==> config.mk <==
export PLATFORM = sky130hd
export DESIGN_NAME = emergency_priority_green_selector
export DESIGN_NICKNAME = d
export VERILOG_FILES = /design/src/epgs_pkg.sv /design/src/epgs_ram.sv /design/src/emergency_priority_green_selector.sv
export VERILOG_INCLUDE_DIRS = /design/src /design/src/src
export SDC_FILE = /design/constraint.sdc
export NUM_CORES = 1
export LEC_CHECK = 0
export BUFFER_PORTS_ARGS = -buffer_cell sky130_fd_sc_hd__buf_2
export CORE_MARGIN = 5
export CORE_UTILIZATION = 56
export DETAILED_ROUTE_END_ITERATION = 10
export GPL_TIMING_DRIVEN = 0
export PLACE_DENSITY = 0.76
export SLEW_MARGIN = 20
export SYNTH_ARGS = -nofsm -noshare
export SYNTH_HDL_FRONTEND = slang
export SYNTH_SLANG_ARGS = --single-unit
==> constraint.sdc <==
create_clock -name clk -period 5.34 [get_ports clk]
set_input_delay 1.335 -clock clk [delete_from_list [all_inputs] [get_ports clk]]
set_output_delay 1.335 -clock clk [all_outputs]
set_load 0.01 [all_outputs]
==> src/emergency_priority_green_selector_defines.svh <==
// assertion macros for the emergency priority green selector
// no dependencies; included by the files that carry assertions
`ifndef EMERGENCY_PRIORITY_GREEN_SELECTOR_DEFINES_SVH
`define EMERGENCY_PRIORITY_GREEN_SELECTOR_DEFINES_SVH

// same-cycle implication
`define EPGS_ASSERT_NOW(label, clk, rst, ante, cons) \
  label: assert property (@(posedge clk) disable iff (rst) (ante) |-> (cons)) \
    else $error("assertion failed");

// next-cycle implication
`define EPGS_ASSERT_NEXT(label, clk, rst, ante, cons) \
  label: assert property (@(posedge clk) disable iff (rst) (ante) |=> (cons)) \
    else $error("assertion failed");

`endif

==> src/epgs_pkg.sv <==
// shared types and constants of the emergency priority green selector
// no dependencies
package epgs_pkg;

  localparam int NUM_ROADS_DEF = 4;

  localparam int COUNT_W  = 10;
  localparam int WAIT_W   = 16;
  localparam int DUR_W    = 10;
  localparam int TOTAL_W  = 12;
  localparam int ROAD_W   = 2;
  localparam int OP_W     = 3;
  localparam int CFG_IDX_W = 1;
  localparam int CFG_W    = 10;

  localparam logic [COUNT_W-1:0] COUNT_MAX = 10'd1023;
  localparam logic [WAIT_W-1:0]  WAIT_MAX  = 16'd65535;
  localparam logic [WAIT_W-1:0]  WAIT_STEP = 16'd10;
  localparam int                 TOTAL_MAX = 4095;

  localparam logic [DUR_W-1:0] MIN_GREEN_RST = 10'd10;
  localparam logic [DUR_W-1:0] MAX_GREEN_RST = 10'd60;

  typedef enum logic [CFG_IDX_W-1:0] {
    REG_MIN_GREEN = 1'b0,
    REG_MAX_GREEN = 1'b1
  } reg_idx_t;

  typedef enum logic [OP_W-1:0] {
    OP_ADD    = 3'd0,
    OP_REMOVE = 3'd1,
    OP_EMERG  = 3'd2,
    OP_DECIDE = 3'd3,
    OP_TICK   = 3'd4
  } op_t;

  typedef enum logic [2:0] {
    ST_IDLE,
    ST_RMW,
    ST_SWEEP,
    ST_FIN,
    ST_DONE
  } state_t;

  typedef struct packed {
    logic               flag;
    logic [WAIT_W-1:0]  waiting;
    logic [COUNT_W-1:0] count;
  } entry_t;

  localparam int ENTRY_W = $bits(entry_t);

endpackage

==> src/epgs_ram.sv <==
// generic simple dual-port ram, one write port and one registered read port
// no dependencies
module epgs_ram #(
  parameter int WIDTH = 8,
  parameter int DEPTH = 4
) (
  input  logic                     clk,
  input  logic                     we,
  input  logic [$clog2(DEPTH)-1:0] waddr,
  input  logic [WIDTH-1:0]         wdata,
  input  logic [$clog2(DEPTH)-1:0] raddr,
  output logic [WIDTH-1:0]         rdata
);

  logic [WIDTH-1:0] mem [DEPTH];

  always_ff @(posedge clk) begin
    if (we) begin
      mem[waddr] <= wdata;
    end
    rdata <= mem[raddr];
  end

endmodule

==> src/emergency_priority_green_selector.sv <==
// add, remove and emergency words on a valid road pass through a read-modify-write
// state; tick and decide words run the sweep that reads one road entry per cycle, and
// decide adds a finishing state; the result register lets the next word start while
// a result waits, a stalled result holds the block in its last cycle
// synchronous reset: zero counts, waits and flags via per-road valid bits, no green,
// min_green 10, max_green 60; uses epgs_pkg, epgs_ram and the assertion macro header
`include "emergency_priority_green_selector_defines.svh"

module emergency_priority_green_selector #(
  parameter int NUM_ROADS = epgs_pkg::NUM_ROADS_DEF
) (
  input  logic                           clk,
  input  logic                           rst,
  input  logic                           cfg_we,
  input  logic [epgs_pkg::CFG_IDX_W-1:0] cfg_index,
  input  logic [epgs_pkg::CFG_W-1:0]     cfg_data,
  input  logic                           in_valid,
  output logic                           in_stall,
  input  logic [epgs_pkg::OP_W-1:0]      operation,
  input  logic [epgs_pkg::ROAD_W-1:0]    road,
  input  logic                           is_ambulance,
  output logic                           out_valid,
  input  logic                           out_stall,
  output logic [epgs_pkg::ROAD_W-1:0]    green_road,
  output logic                           green_valid,
  output logic                           is_emergency,
  output logic [epgs_pkg::DUR_W-1:0]     green_duration,
  output logic [epgs_pkg::COUNT_W-1:0]   road_count,
  output logic [epgs_pkg::TOTAL_W-1:0]   total_vehicles
);

  import epgs_pkg::*;

  localparam int RW  = $clog2(NUM_ROADS);
  localparam int RXW = RW + ROAD_W;
  localparam int TW  = $clog2(NUM_ROADS * 1023 + 1);
  localparam int SW  = WAIT_W + 1;
  localparam logic [RW-1:0] LAST = RW'(NUM_ROADS - 1);

  state_t state, state_next;

  op_t              op_q;
  logic [RW-1:0]    road_q;
  logic             road_ok_q;
  logic             amb_q;
  logic [RW-1:0]    pidx;
  logic             rvalid_q;
  logic [NUM_ROADS-1:0] ent_valid;

  logic [DUR_W-1:0]   min_green;
  logic [DUR_W-1:0]   max_green;
  logic [RW-1:0]      active_road;
  logic               active_valid;
  logic               emergency_decision;
  logic [DUR_W-1:0]   granted_green;
  logic [TW-1:0]      total;
  logic [TW-1:0]      total_next;
  logic [COUNT_W-1:0] cnt_q;

  logic               emg_found;
  logic [RW-1:0]      emg_road;
  logic [SW-1:0]      best_score;
  logic [RW-1:0]      best_road;
  logic [COUNT_W-1:0] best_count;

  logic [RXW-1:0]     road_x;
  logic [RW-1:0]      road_addr_in;
  logic               road_ok_in;
  logic               accept;
  logic               sweep_op_in;
  logic               out_free;

  logic               ram_we;
  logic [RW-1:0]      ram_waddr;
  logic [RW-1:0]      ram_raddr;
  logic [ENTRY_W-1:0] ram_rdata;
  entry_t             ent;
  entry_t             upd;
  logic               is_green;
  logic [SW-1:0]      score;
  logic [DUR_W:0]     dur_sum;
  logic [DUR_W-1:0]   dur;
  logic [RXW-1:0]     act_x;

  assign road_x       = RXW'(road);
  assign road_addr_in = road_x[RW-1:0];
  assign road_ok_in   = (32'(road) < NUM_ROADS);
  assign accept       = in_valid && !in_stall;
  assign sweep_op_in  = (op_t'(operation) == OP_DECIDE) || (op_t'(operation) == OP_TICK);
  assign out_free     = !out_valid || !out_stall;

  epgs_ram #(
    .WIDTH(ENTRY_W),
    .DEPTH(NUM_ROADS)
  ) u_road_ram (
    .clk  (clk),
    .we   (ram_we),
    .waddr(ram_waddr),
    .wdata(upd),
    .raddr(ram_raddr),
    .rdata(ram_rdata)
  );

  assign ent = rvalid_q ? entry_t'(ram_rdata) : '0;

  // next state
  always_comb begin
    state_next = state;
    unique case (state)
      ST_IDLE: begin
        if (in_valid) begin
          if (sweep_op_in) begin
            state_next = ST_SWEEP;
          end else if (road_ok_in) begin
            state_next = ST_RMW;
          end else begin
            state_next = ST_DONE;
          end
        end
      end
      ST_RMW: state_next = ST_DONE;
      ST_SWEEP: begin
        if (pidx == LAST) begin
          state_next = (op_q == OP_DECIDE) ? ST_FIN : ST_DONE;
        end
      end
      ST_FIN: state_next = ST_DONE;
      ST_DONE: begin
        if (out_free) begin
          state_next = ST_IDLE;
        end
      end
      default: state_next = ST_IDLE;
    endcase
  end

  // state outputs
  always_comb begin
    in_stall  = 1'b1;
    ram_we    = 1'b0;
    ram_waddr = pidx;
    ram_raddr = pidx + 1'b1;
    unique case (state)
      ST_IDLE: begin
        in_stall  = 1'b0;
        ram_raddr = sweep_op_in ? '0 : road_addr_in;
      end
      ST_RMW: begin
        ram_waddr = road_q;
        case (op_q) inside
          OP_ADD, OP_REMOVE, OP_EMERG: ram_we = 1'b1;
          default: ram_we = 1'b0;
        endcase
      end
      ST_SWEEP: ram_we = (op_q == OP_TICK);
      ST_FIN, ST_DONE: ram_we = 1'b0;
      default: ram_we = 1'b0;
    endcase
  end

  // entry update
  always_comb begin
    upd        = ent;
    total_next = total;
    is_green   = active_valid && (pidx == active_road);
    if (state == ST_RMW) begin
      case (op_q)
        OP_ADD: begin
          if (ent.count != COUNT_MAX) begin
            upd.count  = ent.count + 1'b1;
            total_next = total + 1'b1;
          end
          if (amb_q) begin
            upd.flag = 1'b1;
          end
        end
        OP_REMOVE: begin
          if (ent.count != '0) begin
            upd.count  = ent.count - 1'b1;
            total_next = total - 1'b1;
          end
        end
        OP_EMERG: upd.flag = 1'b1;
        default: upd = ent;
      endcase
    end else if (state == ST_SWEEP && op_q == OP_TICK) begin
      if (is_green) begin
        if (ent.count != '0) begin
          upd.count  = ent.count - 1'b1;
          total_next = total - 1'b1;
          if (ent.waiting >= WAIT_STEP) begin
            upd.waiting = ent.waiting - WAIT_STEP;
          end
        end
      end else if (ent.count != '0) begin
        upd.waiting = (ent.waiting > WAIT_MAX - WAIT_STEP) ? WAIT_MAX
                                                           : ent.waiting + WAIT_STEP;
      end
    end
  end

  assign score   = SW'(ent.count) + SW'(ent.waiting);
  assign dur_sum = {1'b0, min_green} + {1'b0, best_count};
  assign dur     = (dur_sum > {1'b0, max_green}) ? max_green : dur_sum[DUR_W-1:0];
  assign act_x   = RXW'(active_road);

  // control and state registers
  always_ff @(posedge clk) begin
    if (rst) begin
      state              <= ST_IDLE;
      pidx               <= '0;
      ent_valid          <= '0;
      rvalid_q           <= 1'b0;
      min_green          <= MIN_GREEN_RST;
      max_green          <= MAX_GREEN_RST;
      active_road        <= '0;
      active_valid       <= 1'b0;
      emergency_decision <= 1'b0;
      granted_green      <= '0;
      total              <= '0;
      emg_found          <= 1'b0;
      out_valid          <= 1'b0;
    end else begin
      state    <= state_next;
      rvalid_q <= (32'(ram_raddr) < NUM_ROADS) && ent_valid[ram_raddr];
      if (ram_we) begin
        ent_valid[ram_waddr] <= 1'b1;
      end
      if (cfg_we) begin
        unique case (reg_idx_t'(cfg_index))
          REG_MIN_GREEN: min_green <= cfg_data;
          REG_MAX_GREEN: max_green <= cfg_data;
          default: min_green <= min_green;
        endcase
      end
      if (accept) begin
        pidx      <= '0;
        emg_found <= 1'b0;
      end
      if (state == ST_RMW) begin
        total <= total_next;
      end
      if (state == ST_SWEEP) begin
        pidx  <= pidx + 1'b1;
        total <= total_next;
        if (op_q == OP_DECIDE && !emg_found && ent.flag) begin
          emg_found <= 1'b1;
        end
      end
      if (state == ST_FIN) begin
        active_valid       <= 1'b1;
        emergency_decision <= emg_found;
        active_road        <= emg_found ? emg_road : best_road;
        granted_green      <= emg_found ? max_green : dur;
      end
      if (state == ST_DONE && out_free) begin
        out_valid <= 1'b1;
      end else if (out_valid && !out_stall) begin
        out_valid <= 1'b0;
      end
    end
  end

  // word and scan payload
  always_ff @(posedge clk) begin
    if (accept) begin
      op_q      <= op_t'(operation);
      road_q    <= road_addr_in;
      road_ok_q <= road_ok_in;
      amb_q     <= is_ambulance;
      cnt_q     <= '0;
    end
    if (state == ST_RMW) begin
      cnt_q <= upd.count;
    end
    if (state == ST_SWEEP) begin
      if (road_ok_q && pidx == road_q) begin
        cnt_q <= upd.count;
      end
      if (!emg_found && ent.flag) begin
        emg_road <= pidx;
      end
      if (pidx == '0 || score > best_score) begin
        best_score <= score;
        best_road  <= pidx;
        best_count <= ent.count;
      end
    end
    if (state == ST_DONE && out_free) begin
      green_road     <= active_valid ? act_x[ROAD_W-1:0] : '0;
      green_valid    <= active_valid;
      is_emergency   <= emergency_decision;
      green_duration <= granted_green;
      road_count     <= cnt_q;
      total_vehicles <= (32'(total) > TOTAL_MAX) ? TOTAL_W'(TOTAL_MAX) : TOTAL_W'(total);
    end
  end

  `EPGS_ASSERT_NEXT(a_busy_after_accept, clk, rst, accept, in_stall)
  `EPGS_ASSERT_NOW(a_sweep_in_range, clk, rst, state == ST_SWEEP,
                   32'(pidx) < NUM_ROADS)
  `EPGS_ASSERT_NOW(a_no_green_clean, clk, rst, out_valid && !green_valid,
                   green_road == '0 && !is_emergency && green_duration == '0)
  `EPGS_ASSERT_NOW(a_emerg_has_green, clk, rst, out_valid && is_emergency, green_valid)

endmodule

==> impl_metrics.json <==
{
  "outcome": "completed",
  "fp.dieW_um": 169,
  "combPwrFrac": 0.236,
  "htreeDepth": 1,
  "rr_worst_depth": 21,
  "power_frac_clock": 0.311,
  "critical_path_arrival_ps": 5400,
  "cts_buffer_depth": 3,
  "synth_edf_count": 181,
  "cts.sinks": 276,
  "fin_crit_ps": 5110,
  "drv_cap": 0,
  "tritoncts": "done",
  "clk_pin_slew_ps": 60,
  "power_mw": 5.72,
  "p_leak_nw": 5.92,
  "finalSetupViolations": 0,
  "dp.cells": 1742,
  "first_pass_iters": 5,
  "totalWireLength_mm": 37.6,
  "synthSimpleGateAreaFrac": 0.167,
  "holdWs_ps": 433,
  "dieArea_sq_um": 28400,
  "port_buffers": 58,
  "worstPathMaxFanout": 15,
  "power_density_nw_per_um2": 358,
  "worstHoldPathCells": 0,
  "crit_required_ps": 5630,
  "grt_first_pass_wirelength_mm": 59.0,
  "synth_area_sq_um": 14100,
  "post_drt_wl_per_cell_um": 20.9,
  "ys_seq_area_frac": 0.521,
  "synth_fp_nets": 1422,
  "synthToLayoutAreaGrowth_pct": 13.3,
  "p_int_mw": 3.91,
  "swShare": 0.316,
  "synth_compound_area_frac": 0.166,
  "peakVddDrop_uv": 297,
  "io_pins": 60,
  "place_ws_ps": -903,
  "min_path_type": "register to register",
  "start_kind": "register",
  "ys_seq_elements": 276,
  "fin_skew_ps": 24.2,
  "cts_root_buffer": "clkbuf_16",
  "layout.cells.non_filler": 1800,
  "hpwl_mm": 27.8,
  "core-area_sq_um": 25000,
  "synth_cell_type_count": 90,
  "viasPerCell": 6.23,
  "dr_total_vias": 11200,
  "fmax_ghz": 0.196,
  "placed_cell_area_sq_um": 15000,
  "relSlewSlack": 0.368,
  "synthFlopType": "edfxtp_1",
  "ant_nets": 0,
  "gp_congestion": 0.983,
  "synth_xor_area_frac": 0.0298,
  "yosys.area_share.adder": 0.0487,
  "insertion_delay_ps": 550,
  "drive_gt1_frac": 0.124,
  "grt_max_degree": 26,
  "numCtsBuffers": 28,
  "drc": 0,
  "finalCritPeriodShare": 0.956,
  "grt_usage": 0.259,
  "drt_iter0_drc": 1009,
  "synth_top_family_by_area": "simple AND/OR/NAND/NOR gates",
  "tightest_slew_ps": 945,
  "muxShareOfSynthArea": 0.0274,
  "finalNetCount": 1522,
  "fill_cells": 2006,
  "initial_utilization": 0.564,
  "diodes": 0,
  "path_class": "register to register",
  "die_h_um": 169,
  "grt_overflow_total": 0,
  "synth_warnings": 0,
  "holdBufCountCts": 0,
  "slew_violations": 0,
  "fin_area_sq_um": 16000,
  "crit_path_end_kind": "register",
  "rows": 58,
  "finalHoldViolCount": 0,
  "antenna_found_initial": 0,
  "grt_pass1_vias": 10700,
  "syn_avg_cell_area_sq_um": 10.5,
  "p_seq_frac": 0.453,
  "synthCells": 1348,
  "async_reset_ff_frac": 0,
  "setup_ws_ps": 233,
  "p_switching_mw": 1.81
}
==> flip-flops by register name, summed over array words and instances, names as in the netlist, 2 cells and up <==
name	count
ent_valid	4
state	3
road_count	10
active_road	2
min_green	10
cnt_q	10
total_vehicles	12
best_score	17
u_road_ram.mem	108
max_green	10
green_duration	10
emg_road	2
road_q	2
op_q	3
best_road	2
green_road	2
total	12
u_road_ram.rdata	27
best_count	10
granted_green	10
pidx	2
==> critical path: stages, from the launching register on <==
cell and delay [ps]:
dfxtp_4 400, buf_6 160, buf_2 200, buf_4 210, buf_4 210, and2_1 200
ha_1 240, fa_2 360, maj3_1 370, a21oi_2 220, o221ai_4 170, a211oi_2 240
buf_4 160, xnor2_1 170, ha_1 300, a21o_1 160, a21o_1 170, a21oi_1 130
o211ai_1 160, a211oi_2 250, a21oi_4 140, buf_16 180
==> placed cells by master, fill, tap and decap left out, types with 36 or more instances in the layout <==
| cell | n |
|---|---|
| nand3_1 | 40 |
| inv_1 | 53 |
| buf_2 | 79 |
| ha_1 | 50 |
| nor2_1 | 87 |
| nor2b_1 | 36 |
| o21ai_0 | 40 |
| dfxtp_1 | 94 |
| a211oi_1 | 39 |
| clkbuf_1 | 55 |
| edfxtp_1 | 181 |
| nand2_1 | 122 |
| a21oi_1 | 95 |
==> power groups by stage <==
stage	logic (mW)	clock network (mW)	registers, mW
final	1.35	1.78	2.59
after global routing	1.47	1.90	2.61
after global placement	1.25	0	2.63
after detailed placement	1.29	0	2.63
after CTS	1.31	1.80	2.59
after floorplan	0.914	0	2.58
==> final cells by class <==
type,count,area [sq um],area share
inverters,55,206,0.0129
multi-input cells,936,6300,0.394
repair buffers,70,500,0.0313
clock buffers,37,754,0.0472
well taps,330,413,0.0259
clock inverters,15,80.1,0.00501
flip-flops and latches,276,7340,0.460
plain buffers,81,375,0.0235
==> metal layers <==
metal  share of wire  GRT usage  vias up  wire length, um
met1            0.42      0.350     5382            15800
met4           0.044      0.110        0             1650
met2            0.46      0.421      476            17300
met5               0          0        -                0
li1                -          -     5249                -
met3           0.076     0.0392      101             2870
==> timing repair <==
| action | 4_1_cts | 5_1_grt |
|---|---|---|
| endpoints found under the setup margin | 29 | 29 |
| setup buffers | 4 | 2 |
| pin swaps | 1 | 5 |
| cloned | 0 | 0 |
| resized for setup | 11 | 12 |
==> synth_stat cells (all sizes together), types with 8 or more instances <==
cell type,instances,area share
xnor2,33,0.021
buf,30,0.012
a21o,11,0.0059
nand2,123,0.033
or3,21,0.0093
a31oi,13,0.0058
nand4,18,0.0080
nor2b,36,0.016
o211ai,27,0.014
nor3,25,0.0096
or2,10,0.0044
nor2,87,0.023
o41ai,8,0.0084
a311oi,14,0.0087
and3,10,0.0044
a21oi,102,0.036
o21ai,48,0.017
nand3,42,0.016
xor2,15,0.0093
edfxtp,181,0.39
clkbuf,51,0.014
a211oi,41,0.022
and2,19,0.0084
o21a,10,0.0053
nor4,19,0.0093
ha,50,0.044
mux2i,34,0.024
inv,54,0.014
nand3b,13,0.0069
dfxtp,95,0.13
==> kinds of logic (layout without fill, tap and decap cells) <==
family | Yosys count | after routing
simple gates | 453 | 453
compound gates | 343 | 343
flops | 276 | 276
buf+inv | 136 | 258
fa+ha+maj | 54 | 54
xor+xnor | 48 | 48
mux | 38 | 38
==> worst paths after layout <==
kind,startpoint,endpoint,slack (ps)
setup reg to reg,rvalid_q,best_count[6],230
hold / removal,emergency_decision,is_emergency,430
hold reg to reg,emergency_decision,is_emergency,430
setup / recovery,rvalid_q,best_count[6],230
==> stage by stage <==
step                utilization  setup TNS, ps
floorplan                     -              0
global placement          0.593         -42230
detailed placement        0.601         -23770
CTS                       0.638              0
global route              0.640           -274
finish                    0.640              0
Power figures use the tool's default switching activity.
